## src/rtl/spf_pkg.sv

```systemverilog
package spf_pkg;

  localparam int MIN_PACKET_BYTES = 7;
  localparam int HDR_BYTES        = 6;
  localparam int LEN_LIMIT        = 65542;
  localparam logic [10:0] IDLE_APID  = 11'h7FF;
  localparam logic [1:0]  IDLE_FLAGS = 2'd3;
  localparam logic [15:0] CRC_INIT   = 16'hFFFF;
  localparam logic [15:0] CRC_POLY   = 16'h1021;
  localparam logic [16:0] MAX_LEN_RESET = 17'd65543;

  localparam int QDEPTH = 4;
  localparam int QPTR_W = $clog2(QDEPTH);
  localparam int QCNT_W = $clog2(QDEPTH + 1);

  typedef enum logic [1:0] {
    REQ_START = 2'd0,
    REQ_BYTE  = 2'd1,
    REQ_IDLE  = 2'd2
  } req_t;

  typedef enum logic [3:0] {
    REG_APID        = 4'd0,
    REG_TYPE_FLAG   = 4'd1,
    REG_SEC_HDR     = 4'd2,
    REG_CRC_ENABLE  = 4'd3,
    REG_VERSION     = 4'd4,
    REG_MAX_LEN     = 4'd5,
    REG_RSVD_APID   = 4'd6,
    REG_SEC_HDR_MIN = 4'd7
  } reg_idx_t;

  typedef enum logic [2:0] {
    ST_OK         = 3'd0,
    ST_SEC_SHORT  = 3'd1,
    ST_TOO_SMALL  = 3'd2,
    ST_NO_SPACE   = 3'd3,
    ST_VERSION    = 3'd4,
    ST_APID       = 3'd5
  } st_t;

  typedef enum logic [1:0] {
    CMD_ERR  = 2'd0,
    CMD_HDR  = 2'd1,
    CMD_BYTE = 2'd2
  } cmd_kind_t;

  typedef struct packed {
    logic [10:0] apid;
    logic        type_flag;
    logic        sec_hdr_present;
    logic        crc_enable;
    logic [2:0]  version;
    logic [16:0] max_packet_len;
    logic [10:0] reserved_apid;
    logic [7:0]  sec_hdr_min;
  } cfg_t;

  // One unit of work for the back end.
  typedef struct packed {
    cmd_kind_t       kind;
    st_t             st;     // error code for CMD_ERR
    logic [7:0]      data;   // payload byte for CMD_BYTE
    logic [5:0][7:0] hdr;    // primary header, byte 0 first
    logic            empty;  // header with no body
    logic            crc;    // trailer follows
    logic            tail;   // final payload byte
  } cmd_t;

  typedef struct packed {
    logic full;
    logic valid;
  } q_status_t;

  function automatic logic [15:0] crc16_byte(input logic [15:0] crc_in,
                                             input logic [7:0] b);
    logic [15:0] c;
    c = crc_in ^ {b, 8'h00};
    for (int i = 0; i < 8; i++) begin
      c = c[15] ? ({c[14:0], 1'b0} ^ CRC_POLY) : {c[14:0], 1'b0};
    end
    return c;
  endfunction

endpackage

```

## src/rtl/space_packet_framer.sv

```systemverilog
// Channel   Dir  Handshake           Payload
// in        in   in_valid/in_stall   req_type byte_value shdr_bytes user_bytes
//                                    seq_num seq_flags
// out       out  out_valid/out_stall out_byte status last
// cfg       in   cfg_valid/cfg_ready cfg_index cfg_data
//
// A payload byte item goes to the 4-entry command queue, then the output
// register; one output byte leaves per cycle while out_stall is low, so a
// header (6 bytes) or CRC trailer (2 bytes) holds intake once the queue fills.
// Reset is synchronous and active high; registers return to their reset
// values and the queue and output register empty. No clearing pass.
// in_stall depends only on queue fill; out_stall freezes the output register
// and the back end, not the front end.
module space_packet_framer
  import spf_pkg::*;
(
  input  logic        clk,
  input  logic        rst,
  // input transactions
  input  logic        in_valid,
  output logic        in_stall,
  input  logic [1:0]  req_type,
  input  logic [7:0]  byte_value,
  input  logic [15:0] shdr_bytes,
  input  logic [15:0] user_bytes,
  input  logic [13:0] seq_num,
  input  logic [1:0]  seq_flags,
  // result transactions
  output logic        out_valid,
  input  logic        out_stall,
  output logic [7:0]  out_byte,
  output logic [2:0]  status,
  output logic        last,
  // register writes
  input  logic        cfg_valid,
  output logic        cfg_ready,
  input  logic [3:0]  cfg_index,
  input  logic [16:0] cfg_data
);

  cfg_t      cfg;
  q_status_t qs;
  cmd_t      push_cmd, head;
  logic      push, pop;

  // Registers take a write every cycle; indexes past the list are dropped.
  assign cfg_ready = 1'b1;

  spf_regs u_regs (
    .clk      (clk),
    .rst      (rst),
    .wr_en    (cfg_valid && cfg_ready),
    .wr_index (cfg_index),
    .wr_data  (cfg_data),
    .cfg      (cfg)
  );

  // Front: accept, run the start checks, track the open packet.
  spf_front u_front (
    .clk         (clk),
    .rst         (rst),
    .cfg         (cfg),
    .in_valid    (in_valid),
    .in_stall    (in_stall),
    .req_type    (req_type),
    .byte_value  (byte_value),
    .shdr_bytes  (shdr_bytes),
    .user_bytes  (user_bytes),
    .seq_num     (seq_num),
    .seq_flags   (seq_flags),
    .qs          (qs),
    .push        (push),
    .push_cmd    (push_cmd)
  );

  // Queue decouples the two sides.
  spf_queue u_queue (
    .clk      (clk),
    .rst      (rst),
    .push     (push),
    .push_cmd (push_cmd),
    .pop      (pop),
    .qs       (qs),
    .head     (head)
  );

  // Back: expand commands into bytes, run the CRC, hold the output register.
  spf_back u_back (
    .clk       (clk),
    .rst       (rst),
    .qs        (qs),
    .head      (head),
    .pop       (pop),
    .out_valid (out_valid),
    .out_stall (out_stall),
    .out_byte  (out_byte),
    .status    (status),
    .last      (last)
  );

endmodule

```

## src/rtl/spf_regs.sv

```systemverilog
module spf_regs
  import spf_pkg::*;
(
  input  logic        clk,
  input  logic        rst,
  input  logic        wr_en,
  input  logic [3:0]  wr_index,
  input  logic [16:0] wr_data,
  output cfg_t        cfg
);

  always_ff @(posedge clk) begin
    if (rst) begin
      cfg.apid            <= '0;
      cfg.type_flag       <= 1'b0;
      cfg.sec_hdr_present <= 1'b0;
      cfg.crc_enable      <= 1'b0;
      cfg.version         <= '0;
      cfg.max_packet_len  <= MAX_LEN_RESET;
      cfg.reserved_apid   <= '0;
      cfg.sec_hdr_min     <= 8'd1;
    end else if (wr_en) begin
      unique case (wr_index)
        REG_APID:        cfg.apid            <= wr_data[10:0];
        REG_TYPE_FLAG:   cfg.type_flag       <= wr_data[0];
        REG_SEC_HDR:     cfg.sec_hdr_present <= wr_data[0];
        REG_CRC_ENABLE:  cfg.crc_enable      <= wr_data[0];
        REG_VERSION:     cfg.version         <= wr_data[2:0];
        REG_MAX_LEN:     cfg.max_packet_len  <= wr_data;
        REG_RSVD_APID:   cfg.reserved_apid   <= wr_data[10:0];
        REG_SEC_HDR_MIN: cfg.sec_hdr_min     <= wr_data[7:0];
        default: ;
      endcase
    end
  end

endmodule

```

## src/rtl/spf_front.sv

```systemverilog
module spf_front
  import spf_pkg::*;
(
  input  logic        clk,
  input  logic        rst,
  input  cfg_t        cfg,
  input  logic        in_valid,
  output logic        in_stall,
  input  logic [1:0]  req_type,
  input  logic [7:0]  byte_value,
  input  logic [15:0] shdr_bytes,
  input  logic [15:0] user_bytes,
  input  logic [13:0] seq_num,
  input  logic [1:0]  seq_flags,
  input  q_status_t   qs,
  output logic        push,
  output cmd_t        push_cmd
);

  logic        packet_open;
  logic [16:0] bytes_left;
  logic        crc_on;

  logic        accept, is_start, is_idle, is_byte, open_req;
  logic [10:0] ap;
  logic        ty, sh, crc;
  logic [2:0]  ver;
  logic [1:0]  flags;
  logic [15:0] shlen_eff, dlen_eff;
  logic [16:0] payload;
  logic [17:0] total;
  logic [15:0] plen;
  st_t         st;

  assign in_stall = qs.full;
  assign accept   = in_valid && !qs.full;
  assign is_start = (req_type == REQ_START);
  assign is_idle  = (req_type == REQ_IDLE);
  assign is_byte  = (req_type == REQ_BYTE);
  assign open_req = (is_start || is_idle) && !packet_open;

  always_comb begin
    ap        = is_idle ? IDLE_APID : cfg.apid;
    ty        = is_idle ? 1'b0 : cfg.type_flag;
    sh        = is_idle ? 1'b0 : cfg.sec_hdr_present;
    crc       = is_idle ? 1'b1 : cfg.crc_enable;
    ver       = is_idle ? 3'd0 : cfg.version;
    flags     = is_idle ? IDLE_FLAGS : seq_flags;
    shlen_eff = sh ? shdr_bytes : 16'd0;
    dlen_eff  = is_idle ? 16'd0 : user_bytes;
    payload   = {1'b0, shlen_eff} + {1'b0, dlen_eff};
    total     = {1'b0, payload} + 18'(HDR_BYTES) + (crc ? 18'd2 : 18'd0);
    plen      = 16'(total - 18'(HDR_BYTES + 1));

    // Checks in priority order.
    if (sh && (shdr_bytes < {8'd0, cfg.sec_hdr_min})) st = ST_SEC_SHORT;
    else if (total < 18'(MIN_PACKET_BYTES))            st = ST_TOO_SMALL;
    else if ((total > {1'b0, cfg.max_packet_len}) || (total > 18'(LEN_LIMIT)))
                                                       st = ST_NO_SPACE;
    else if (ver != 3'd0)                              st = ST_VERSION;
    else if (ap == cfg.reserved_apid)                  st = ST_APID;
    else                                               st = ST_OK;

    push_cmd.kind  = is_byte ? CMD_BYTE : ((st == ST_OK) ? CMD_HDR : CMD_ERR);
    push_cmd.st    = st;
    push_cmd.data  = byte_value;
    push_cmd.hdr[0] = {ver, ty, sh, ap[10:8]};
    push_cmd.hdr[1] = ap[7:0];
    push_cmd.hdr[2] = {flags, seq_num[13:8]};
    push_cmd.hdr[3] = seq_num[7:0];
    push_cmd.hdr[4] = plen[15:8];
    push_cmd.hdr[5] = plen[7:0];
    push_cmd.empty = (payload == 17'd0);
    push_cmd.crc   = is_byte ? crc_on : crc;
    push_cmd.tail  = (bytes_left == 17'd1);
  end

  // Stray bytes, opens during a packet and unknown codes are dropped here.
  assign push = accept && (open_req || (is_byte && packet_open));

  always_ff @(posedge clk) begin
    if (rst) begin
      packet_open <= 1'b0;
      bytes_left  <= '0;
      crc_on      <= 1'b0;
    end else if (accept) begin
      if (open_req && (st == ST_OK) && (payload != 17'd0)) begin
        packet_open <= 1'b1;
        bytes_left  <= payload;
        crc_on      <= crc;
      end else if (is_byte && packet_open) begin
        bytes_left <= bytes_left - 17'd1;
        if (bytes_left == 17'd1) begin
          packet_open <= 1'b0;
        end
      end
    end
  end

endmodule

```

## src/rtl/spf_queue.sv

```systemverilog
module spf_queue
  import spf_pkg::*;
(
  input  logic      clk,
  input  logic      rst,
  input  logic      push,
  input  cmd_t      push_cmd,
  input  logic      pop,
  output q_status_t qs,
  output cmd_t      head
);

  cmd_t              entries [QDEPTH];
  logic [QPTR_W-1:0] wr_ptr, rd_ptr;
  logic [QCNT_W-1:0] count;

  assign qs.full  = (count == QCNT_W'(QDEPTH));
  assign qs.valid = (count != '0);
  assign head     = entries[rd_ptr];

  always_ff @(posedge clk) begin
    if (push) begin
      entries[wr_ptr] <= push_cmd;
    end
  end

  always_ff @(posedge clk) begin
    if (rst) begin
      wr_ptr <= '0;
      rd_ptr <= '0;
      count  <= '0;
    end else begin
      if (push) wr_ptr <= wr_ptr + QPTR_W'(1);
      if (pop)  rd_ptr <= rd_ptr + QPTR_W'(1);
      if (push && !pop)      count <= count + QCNT_W'(1);
      else if (pop && !push) count <= count - QCNT_W'(1);
    end
  end

endmodule

```

## src/rtl/spf_back.sv

```systemverilog
module spf_back
  import spf_pkg::*;
(
  input  logic       clk,
  input  logic       rst,
  input  q_status_t  qs,
  input  cmd_t       head,
  output logic       pop,
  output logic       out_valid,
  input  logic       out_stall,
  output logic [7:0] out_byte,
  output logic [2:0] status,
  output logic       last
);

  logic [2:0]  step, step_next;
  logic [15:0] crc, crc_next;
  logic [7:0]  byte_next;
  st_t         st_next;
  logic        last_next, done, adv;

  assign adv = !out_valid || !out_stall;
  assign pop = adv && qs.valid && done;

  always_comb begin
    byte_next = 8'd0;
    st_next   = ST_OK;
    last_next = 1'b0;
    done      = 1'b0;
    crc_next  = crc;
    case (head.kind)
      CMD_ERR: begin
        st_next   = head.st;
        last_next = 1'b1;
        done      = 1'b1;
      end
      CMD_HDR: begin
        if (step < 3'd6) begin
          byte_next = head.hdr[step];
          crc_next  = crc16_byte((step == 3'd0) ? CRC_INIT : crc, byte_next);
          last_next = (step == 3'd5) && head.empty && !head.crc;
          done      = (step == 3'd5) && !(head.empty && head.crc);
        end else if (step == 3'd6) begin
          byte_next = crc[15:8];
        end else begin
          byte_next = crc[7:0];
          last_next = 1'b1;
          done      = 1'b1;
        end
      end
      CMD_BYTE: begin
        if (step == 3'd0) begin
          byte_next = head.data;
          crc_next  = crc16_byte(crc, head.data);
          last_next = head.tail && !head.crc;
          done      = !(head.tail && head.crc);
        end else if (step == 3'd1) begin
          byte_next = crc[15:8];
        end else begin
          byte_next = crc[7:0];
          last_next = 1'b1;
          done      = 1'b1;
        end
      end
      default: done = 1'b1;
    endcase
    step_next = done ? 3'd0 : step + 3'd1;
  end

  always_ff @(posedge clk) begin
    if (rst) begin
      out_valid <= 1'b0;
      step      <= '0;
      crc       <= CRC_INIT;
    end else if (adv) begin
      out_valid <= qs.valid;
      if (qs.valid) begin
        step <= step_next;
        crc  <= crc_next;
      end
    end
  end

  always_ff @(posedge clk) begin
    if (adv && qs.valid) begin
      out_byte <= byte_next;
      status   <= st_next;
      last     <= last_next;
    end
  end

endmodule

```

## config.mk

```make
export PLATFORM = sky130hd
export DESIGN_NAME = space_packet_framer
export DESIGN_NICKNAME = d
export VERILOG_FILES = /design/src/rtl/spf_pkg.sv /design/src/rtl/space_packet_framer.sv /design/src/rtl/spf_regs.sv /design/src/rtl/spf_front.sv /design/src/rtl/spf_queue.sv /design/src/rtl/spf_back.sv
export SDC_FILE = /design/constraint.sdc
export NUM_CORES = 1
export LEC_CHECK = 0
export BUFFER_PORTS_ARGS = -buffer_cell sky130_fd_sc_hd__buf_4
export CAP_MARGIN = 25
export CORE_AREA = 3 3 181 183
export CTS_BUF_LIST = sky130_fd_sc_hd__clkbuf_4
export DETAILED_ROUTE_END_ITERATION = 8
export DIE_AREA = 0 0 184 186
export GPL_TIMING_DRIVEN = 1
export HOLD_SLACK_MARGIN = 0.06
export PLACE_DENSITY = 0.85
export SLEW_MARGIN = 20
export SYNTH_ARGS = -nofsm -noshare
export SYNTH_HDL_FRONTEND = slang
export SYNTH_SLANG_ARGS = --single-unit
```

## constraint.sdc

```tcl
create_clock -name clk -period 12.7 [get_ports clk]
set_input_delay 2.54 -clock clk [delete_from_list [all_inputs] [get_ports clk]]
set_output_delay 2.54 -clock clk [all_outputs]
set_load 0.02 [all_outputs]
```

**Yosys cells after proc, flatten, opt, wreduce, memory -nomap -nowiden**

Memory sizes are Yosys's and may differ from the RTL's. A register that Yosys moved wholly into a read port is not among the register bits.
Cells that the tools add are included.

- Add/subtract/negate cells: 10
- Magnitude comparators: 6
- Equal/unequal tests: 19
- Multiplexer cells: 64
- Bitwise gates (word level): 18
- Reductions and logical operators: 56

Operators by type and width:

| cell | number |
|---|---|
| 13-bit two-way mux | 16 |
| 16-bit two-way mux | 5 |
| 3-bit inverter | 16 |
| 8-bit two-way mux | 5 |
| 17-bit two-way mux | 2 |
| 16-bit case mux with 2 select lines | 1 |
| 16-bit bitwise XOR | 2 |
| 3-bit two-way mux | 9 |
| 8-bit binary-select mux with 3-bit select | 1 |
| 2-bit AND reduction | 11 |
| 17-bit by 3-bit adder with 18-bit output, second input constant | 1 |
| 18-bit by 2-bit adder with 18-bit output | 1 |
| 18-bit by 17-bit greater-than comparator with 1-bit output | 1 |
| 18-bit by 17-bit greater-than comparator with 1-bit output, second input constant | 1 |
| 18-bit by 3-bit < comparator with 1-bit output, second input constant | 1 |
| 16-bit by 16-bit adder with 17-bit output | 1 |
| 17-bit by 1-bit == test with 1-bit output, second input constant | 1 |
| 1-bit logical AND | 17 |
| 17-bit zero test | 1 |
| 17-bit nonzero test | 1 |
| 17-bit by 1-bit subtractor with 17-bit output, second input constant | 1 |
| 4-bit by 3-bit == test with 1-bit output, second input constant | 4 |
| 16-bit by 8-bit < comparator with 1-bit output | 1 |
| 1-bit two-way mux | 16 |
| other kinds (28) | 57 |

- Flip-flop bits (word level): 111
- RAM bits: 256
- Bits of input ports: 84
- Output and inout bits: 15
- Memories: 1

Memories:

| name | depth | width | read ports | clocked after Yosys merged registers in | wr ports | line | RTL |
|---|---|---|---|---|---|---|---|
| u_queue.entries | 4 | 64 | 1 | 1 | 1 | spf_queue.sv:13 | `cmd_t entries [QDEPTH];` |

**Longest topological paths before layout**

- Word-level depth: 21
- Mapped depth: 28
- Depth with buffers taken out: 24

**Cells and area by module**

A second synthesis with hierarchy kept.

- Cell total of the unflattened synthesis: 1610
- Area total of the unflattened synthesis: 19767.7 µm²

By module, submodules not included:

| module | times used | cells an instance | area each (µm²) | sequential area each (µm²) |
|---|---|---|---|---|
| spf_queue | 1 | 378 | 9740.6 | 7867.5 |
| spf_front | 1 | 638 | 4604.4 | 380.4 |
| spf_back | 1 | 386 | 3193.1 | 760.7 |
| spf_regs | 1 | 206 | 2218.4 | 1061.0 |
| space_packet_framer | 1 | 2 | 11.3 | 0.0 |

**Least setup slack after synthesis**

No wires, ideal clock.

- Kind: input to register
- From: input req_type[0]
- To: register u_front.bytes_left[12]
- Data arrival time: 7715 ps
- Data required time: 12578 ps
- Setup slack: 4864 ps
- Cell stages on the path: 25
- Path buffers: 2
- Cell sequence: nand2b_1 -> clkbuf_1 -> clkbuf_1 -> and3_1 -> ha_1 -> fa_1 -> inv_1 -> ha_1 -> inv_1 -> ha_1 -> a21oi_1 -> nor3_1 -> nand3_2 -> nor4_4 -> a31oi_1 -> or2_2 -> ha_1 -> a21o_1 -> a211oi_1 -> nand2_1 -> a221oi_1 -> o22ai_1 -> nand4b_2 -> or3_1 -> o311a_1

- Longest elaborated chain between the ends: 16
- Elaborated cells between the ends (all ways): 35

RTL lines:

| element | line | RTL |
|---|---|---|
| from (decl) | space_packet_framer.sv:22 | `input logic [1:0] req_type,` |
| 2-bit == test | spf_front.sv:38 | `assign is_idle = (req_type == REQ_IDLE);` |
| 1-bit two-way mux | spf_front.sv:45 | `sh = is_idle ? 1'b0 : cfg.sec_hdr_present;` |
| 16-bit two-way mux | spf_front.sv:49 | `shlen_eff = sh ? shdr_bytes : 16'd0;` |
| 16-bit by 16-bit adder with 17-bit output | spf_front.sv:51 | `payload = {1'b0, shlen_eff} + {1'b0, dlen_eff};` |
| 17-bit by 3-bit adder with 18-bit output | spf_front.sv:52 | `total = {1'b0, payload} + 18'(HDR_BYTES) + (crc ? 18'd2 : 18'd0);` |
| 18-bit by 2-bit adder with 18-bit output | spf_front.sv:52 |  |
| 18-bit by 17-bit greater-than comparator with 1-bit output | spf_front.sv:58 | `else if ((total > {1'b0, cfg.max_packet_len}) \|\| (total > 18'(LEN_LIMIT)))` |
| 1-bit logical OR | spf_front.sv:58 |  |
| 3-bit two-way mux | spf_front.sv:58 |  |
| 3-bit two-way mux | spf_front.sv:57 | `else if (total < 18'(MIN_PACKET_BYTES)) st = ST_TOO_SMALL;` |
| 3-bit two-way mux | spf_front.sv:56 | `if (sh && (shdr_bytes < {8'd0, cfg.sec_hdr_min})) st = ST_SEC_SHORT;` |
| 3-bit zero test | spf_front.sv:87 | `if (open_req && (st == ST_OK) && (payload != 17'd0)) begin` |
| 1-bit logical AND (2 in a row) | spf_front.sv:87 |  |
| 2-bit nonzero test (no source line) | - |  |
| 2-bit AND reduction (no source line) | - |  |
| to (signal assigned) | spf_front.sv:89 | `bytes_left <= payload;` |
| to (signal assigned) | spf_front.sv:92 | `bytes_left <= bytes_left - 17'd1;` |
| to (decl) | spf_front.sv:21 | `logic [16:0] bytes_left;` |

Parallel ways exist; a longest one is shown, timed or not.
A chain may end at the register's enable or synchronous reset.

**Final worst setup path**

- From: input req_type[0]
- To: register u_front.bytes_left[3]

The elaborated chain is that of the path after synthesis.

==> flow_summary.yaml <==
floorplanning:
  core_region_sq_um: 31400
  die_width_microns: 184
  initial_core_utilization: 0.596
  fp.dieH_microns: 186
  row_count: 65
  design.portCount: 99
  die-area_sq_um: 34200
power:
  pwr_density_cell_nw_per_um2: 170
  power.ir.vdd_worst_mv: 0.0840
  switching_power_mw: 1.16
  switching_share: 0.322
  seq_power_share: 0.412
  power.static_leakage_nw: 7.74
  comb_power_share: 0.293
  power_report.internal_total_mw: 2.43
  clkPwrFrac: 0.295
synthesis:
  synth.lib_cells_used.distinct: 93
  ff_latch_count_synth: 369
  synth-warning-count: 0
  synth.net_count: 1662
  synthArstFlopShare: 0
  postSynthCellCount: 1516
  synth_area_sq_um: 18700
  number_of_enable_flip_flop_cells_after_synthesis: 268
  synth_ff_type: "sky130_fd_sc_hd__edfxtp_1"
  synth_seq_area_share: 0.538
  postSynthAreaPerCell_sq_um: 12.3
drt:
  wire_length_on_met1_mm: 18.1
  met3WireLength_mm: 2.75
  routed_wire_length_per_instance_microns: 20.5
  wl_mm: 43.6
  post_drt_via_cell_ratio: 6.12
  first_iter_violations: 1169
  routed-via-count: 13000
  drt.antenna.violating_nets: 0
  met2WireLength_mm: 21.3
  post-route-drc-count: 0
  drtPass1Iterations: 6
  maxUsedRoutingLayer: "met4"
layout:
  post_layout_inst_area_sq_um: 21100
  synthToLayoutAreaGrowth_pct: 12.5
  layout.core_utilization: 0.671
  layout-drive-gt1-share: 0.224
  nNetsFinal: 1789
timing:
  maxSlewViolCount: 0
  clock.fmax_mhz: 115
  layout_worst_path_cycle_share: 0.686
  holdWs_ps: 459
  finalWorstPathRequiredPeriod_ps: 8720
  final_clock_skew_ps: 103
  worst_pin_slew_ps: 989
  count_of_endpoints_failing_setup_in_the_final_report: 0
  setup_total_negative_slack_ps: 0
  hold_violations: 0
  grt_setup_unrepaired: "no"
  slew-limit-headroom: 0.340
worst_hold_path:
  hold_path.class: "reg -> reg"
grt:
  grt_antenna_before_repair: 1
  number_of_global_route_vias_before_repair: 12800
  global_route.usage.total: 0.254
  grt_overflow: 0
  grt_start_max_net_pins: 80
  wire_length_of_the_first_global_routing_pass_mm: 68.4
clock_tree:
  cts_hold_buf: 0
  clock_tree_from_tritoncts: "built"
  clock_tree.htree_level_count: 3
  max-clock-path-buffers: 3
  cts.clk_slew.worst_paths_ps: 60
  cts_buffer_count: 94
  clock_sinks: 369
  cts_root_buffer: "sky130_fd_sc_hd__clkbuf_4"
  clk_latency_ps: 770
  cts_setup_buffers: 0
  post_cts_resized: 0
critical_path:
  timing_worst_setup_path_type: "in -> reg"
  critPathMaxFanout: 50
  critical_path_required_ps: 13240
  cp_slowest_cell: "sky130_fd_sc_hd__and4b_1"
  crit_path_cell_trace: "buf_4, nand2b_2, and3_1, ha_1, fa_1, xor2_1, ha_1, a21oi_1, nor3_1, nand3_2, nor4_4, a31oi_1, or2_2, ha_1, a21o_1, a211oi_1, nand2_1, a221oi_1, o22ai_1, and4b_1, a211oi_1, a2111oi_0"
  critPathMostFrequentCell: "sky130_fd_sc_hd__ha_1"
  cpPeakStageDelay_ps: 640
  cpLargestDelayFamily: "simple AND/OR/NAND/NOR gates"
  timing.critical_path.arrival_ps: 9260
  crit_path_start_kind: "input port"
  crit_buf_inv: 1
  crit_end_category: "register"
placed_design:
  gpl.final_weighted_congestion: 0.917
  hpwlAfterDp_mm: 29.7
  placedInstanceArea_sq_um: 19800
  numPortBuffers: 97
flow_run:
  drv_cap: 0
status:
  run_status: "completed"
-- synth_stat cells, types with 21 or more instances --
library cell               instances  area, sq um
sky130_fd_sc_hd__ha_1             59          738
sky130_fd_sc_hd__inv_1            50          188
sky130_fd_sc_hd__o21ai_0          39          195
sky130_fd_sc_hd__nor3_1           21          105
sky130_fd_sc_hd__edfxtp_1        268         8050
sky130_fd_sc_hd__a21oi_1          79          395
sky130_fd_sc_hd__nand2_1         120          450
sky130_fd_sc_hd__xor2_1           30          263
sky130_fd_sc_hd__a211oi_1         21          158
sky130_fd_sc_hd__mux2i_1          56          561
sky130_fd_sc_hd__nand2b_1         23          144
sky130_fd_sc_hd__xnor2_1          60          526
sky130_fd_sc_hd__dfxtp_1         101         2020
sky130_fd_sc_hd__nand3_1          21          105
sky130_fd_sc_hd__nor2_1          110          413
sky130_fd_sc_hd__and2_1           33          206
sky130_fd_sc_hd__mux4_2           72         1620
sky130_fd_sc_hd__nor2b_1          21          131
sky130_fd_sc_hd__clkbuf_1         56          210
sky130_fd_sc_hd__and3_1           24          150
-- state kept, by name, summed over array words and instances, names as in the netlist, 3 cells and up, named ones only --
| register | count |
|---|---|
| u_back.step | 3 |
| u_back.crc | 16 |
| u_front.bytes_left | 17 |
| u_back.status | 3 |
| u_back.out_byte | 8 |
| u_queue.entries | 256 |
| u_queue.count | 3 |
| u_regs.cfg | 53 |
-- cells in the final DEF (no fill, tap or decap), types with 21 or more instances in the layout --
cell type	synthesis	layout
sky130_fd_sc_hd__xnor2_1	60	60
sky130_fd_sc_hd__a211oi_1	21	21
sky130_fd_sc_hd__clkinv_1	1	22
sky130_fd_sc_hd__a21oi_1	79	78
sky130_fd_sc_hd__nor3_1	21	21
sky130_fd_sc_hd__dfxtp_1	101	99
sky130_fd_sc_hd__and2_1	33	29
sky130_fd_sc_hd__nor2_1	110	110
sky130_fd_sc_hd__xor2_1	30	30
sky130_fd_sc_hd__mux2i_1	56	56
sky130_fd_sc_hd__ha_1	59	59
sky130_fd_sc_hd__buf_4	4	111
sky130_fd_sc_hd__nand3_1	21	21
sky130_fd_sc_hd__clkbuf_4	0	146
sky130_fd_sc_hd__and3_1	24	24
sky130_fd_sc_hd__o21ai_0	39	39
sky130_fd_sc_hd__inv_1	50	50
sky130_fd_sc_hd__nand2_1	120	120
sky130_fd_sc_hd__nand2b_1	23	22
sky130_fd_sc_hd__edfxtp_1	268	268
sky130_fd_sc_hd__mux4_2	72	72
sky130_fd_sc_hd__nor2b_1	21	21
-- final timing paths --
| check | from | to | slack, ps | cells past startpoint |
|---|---|---|---|---|
| max reg2reg | u_regs.cfg[40] | u_front.bytes_left[3] | 6250 | 21 |
| min | u_regs.cfg[34] | u_regs.cfg[34] | 460 | 2 |
| max | req_type[0] | u_front.bytes_left[3] | 3980 | 22 |
| min reg2reg | u_regs.cfg[34] | u_regs.cfg[34] | 460 | 2 |
-- worst reg2reg max path, delay by kind of cell, from the launching register on --
kind	cells	cell delay, ps
adder cells (fa/ha/maj)	3	980
AO/OA/AOI/OAI	10	2080
flip-flops	1	630
XOR/XNOR	1	200
AND/OR/NAND/NOR	7	2420
-- layout make-up --
class	count	area [sq um]
well taps	402	503
diodes	1	2.50
clock inverters	31	210
inverters	51	191
fillers	2240	10300
flip-flops and latches	369	10100
multi-input cells	1014	8130
clock buffers	146	1100
repair buffers	113	856
-- metrics by stage --
stage	cells	worst slack, ps	total power, mW
finish	2127	3980	3.59
global route	2127	3360	3.77
CTS	2126	4110	3.61
detailed placement	1949	3380	2.55
global placement	1946	3720	2.50
floorplan	1516	4860	2.26
-- power groups by stage --
stage,clock (mW),sequential [mW],combinational (mW)
6_report,1.06,1.48,1.05
5_1_grt,1.14,1.49,1.14
4_1_cts,1.08,1.48,1.05
3_5_place_dp,0,1.51,1.04
3_3_place_gp,0,1.50,0.999
2_1_floorplan,0,1.50,0.760
-- logic make-up (layout without fill, tap and decap cells) --
group           count (synthesis)  after routing  share of synthesized area
simple gates                  450            450                      0.124
flops                         369            369                      0.538
compound gates                279            279                      0.104
buf+inv                       133            341                     0.0290
mux                           129            129                      0.117
xor+xnor                       93             93                     0.0451
fa+ha+maj                      62             62                     0.0427
other cells                     1              2                   0.000200
-- metal layers --
| layer | track usage | up-vias |
|---|---|---|
| li1 | - | 6016 |
| met1 | 0.335 | 6371 |
| met2 | 0.426 | 532 |
| met3 | 0.0434 | 94 |
| met4 | 0.0977 | 0 |
| met5 | 0 | - |
No activity file was read; power rests on OpenSTA's default activity.
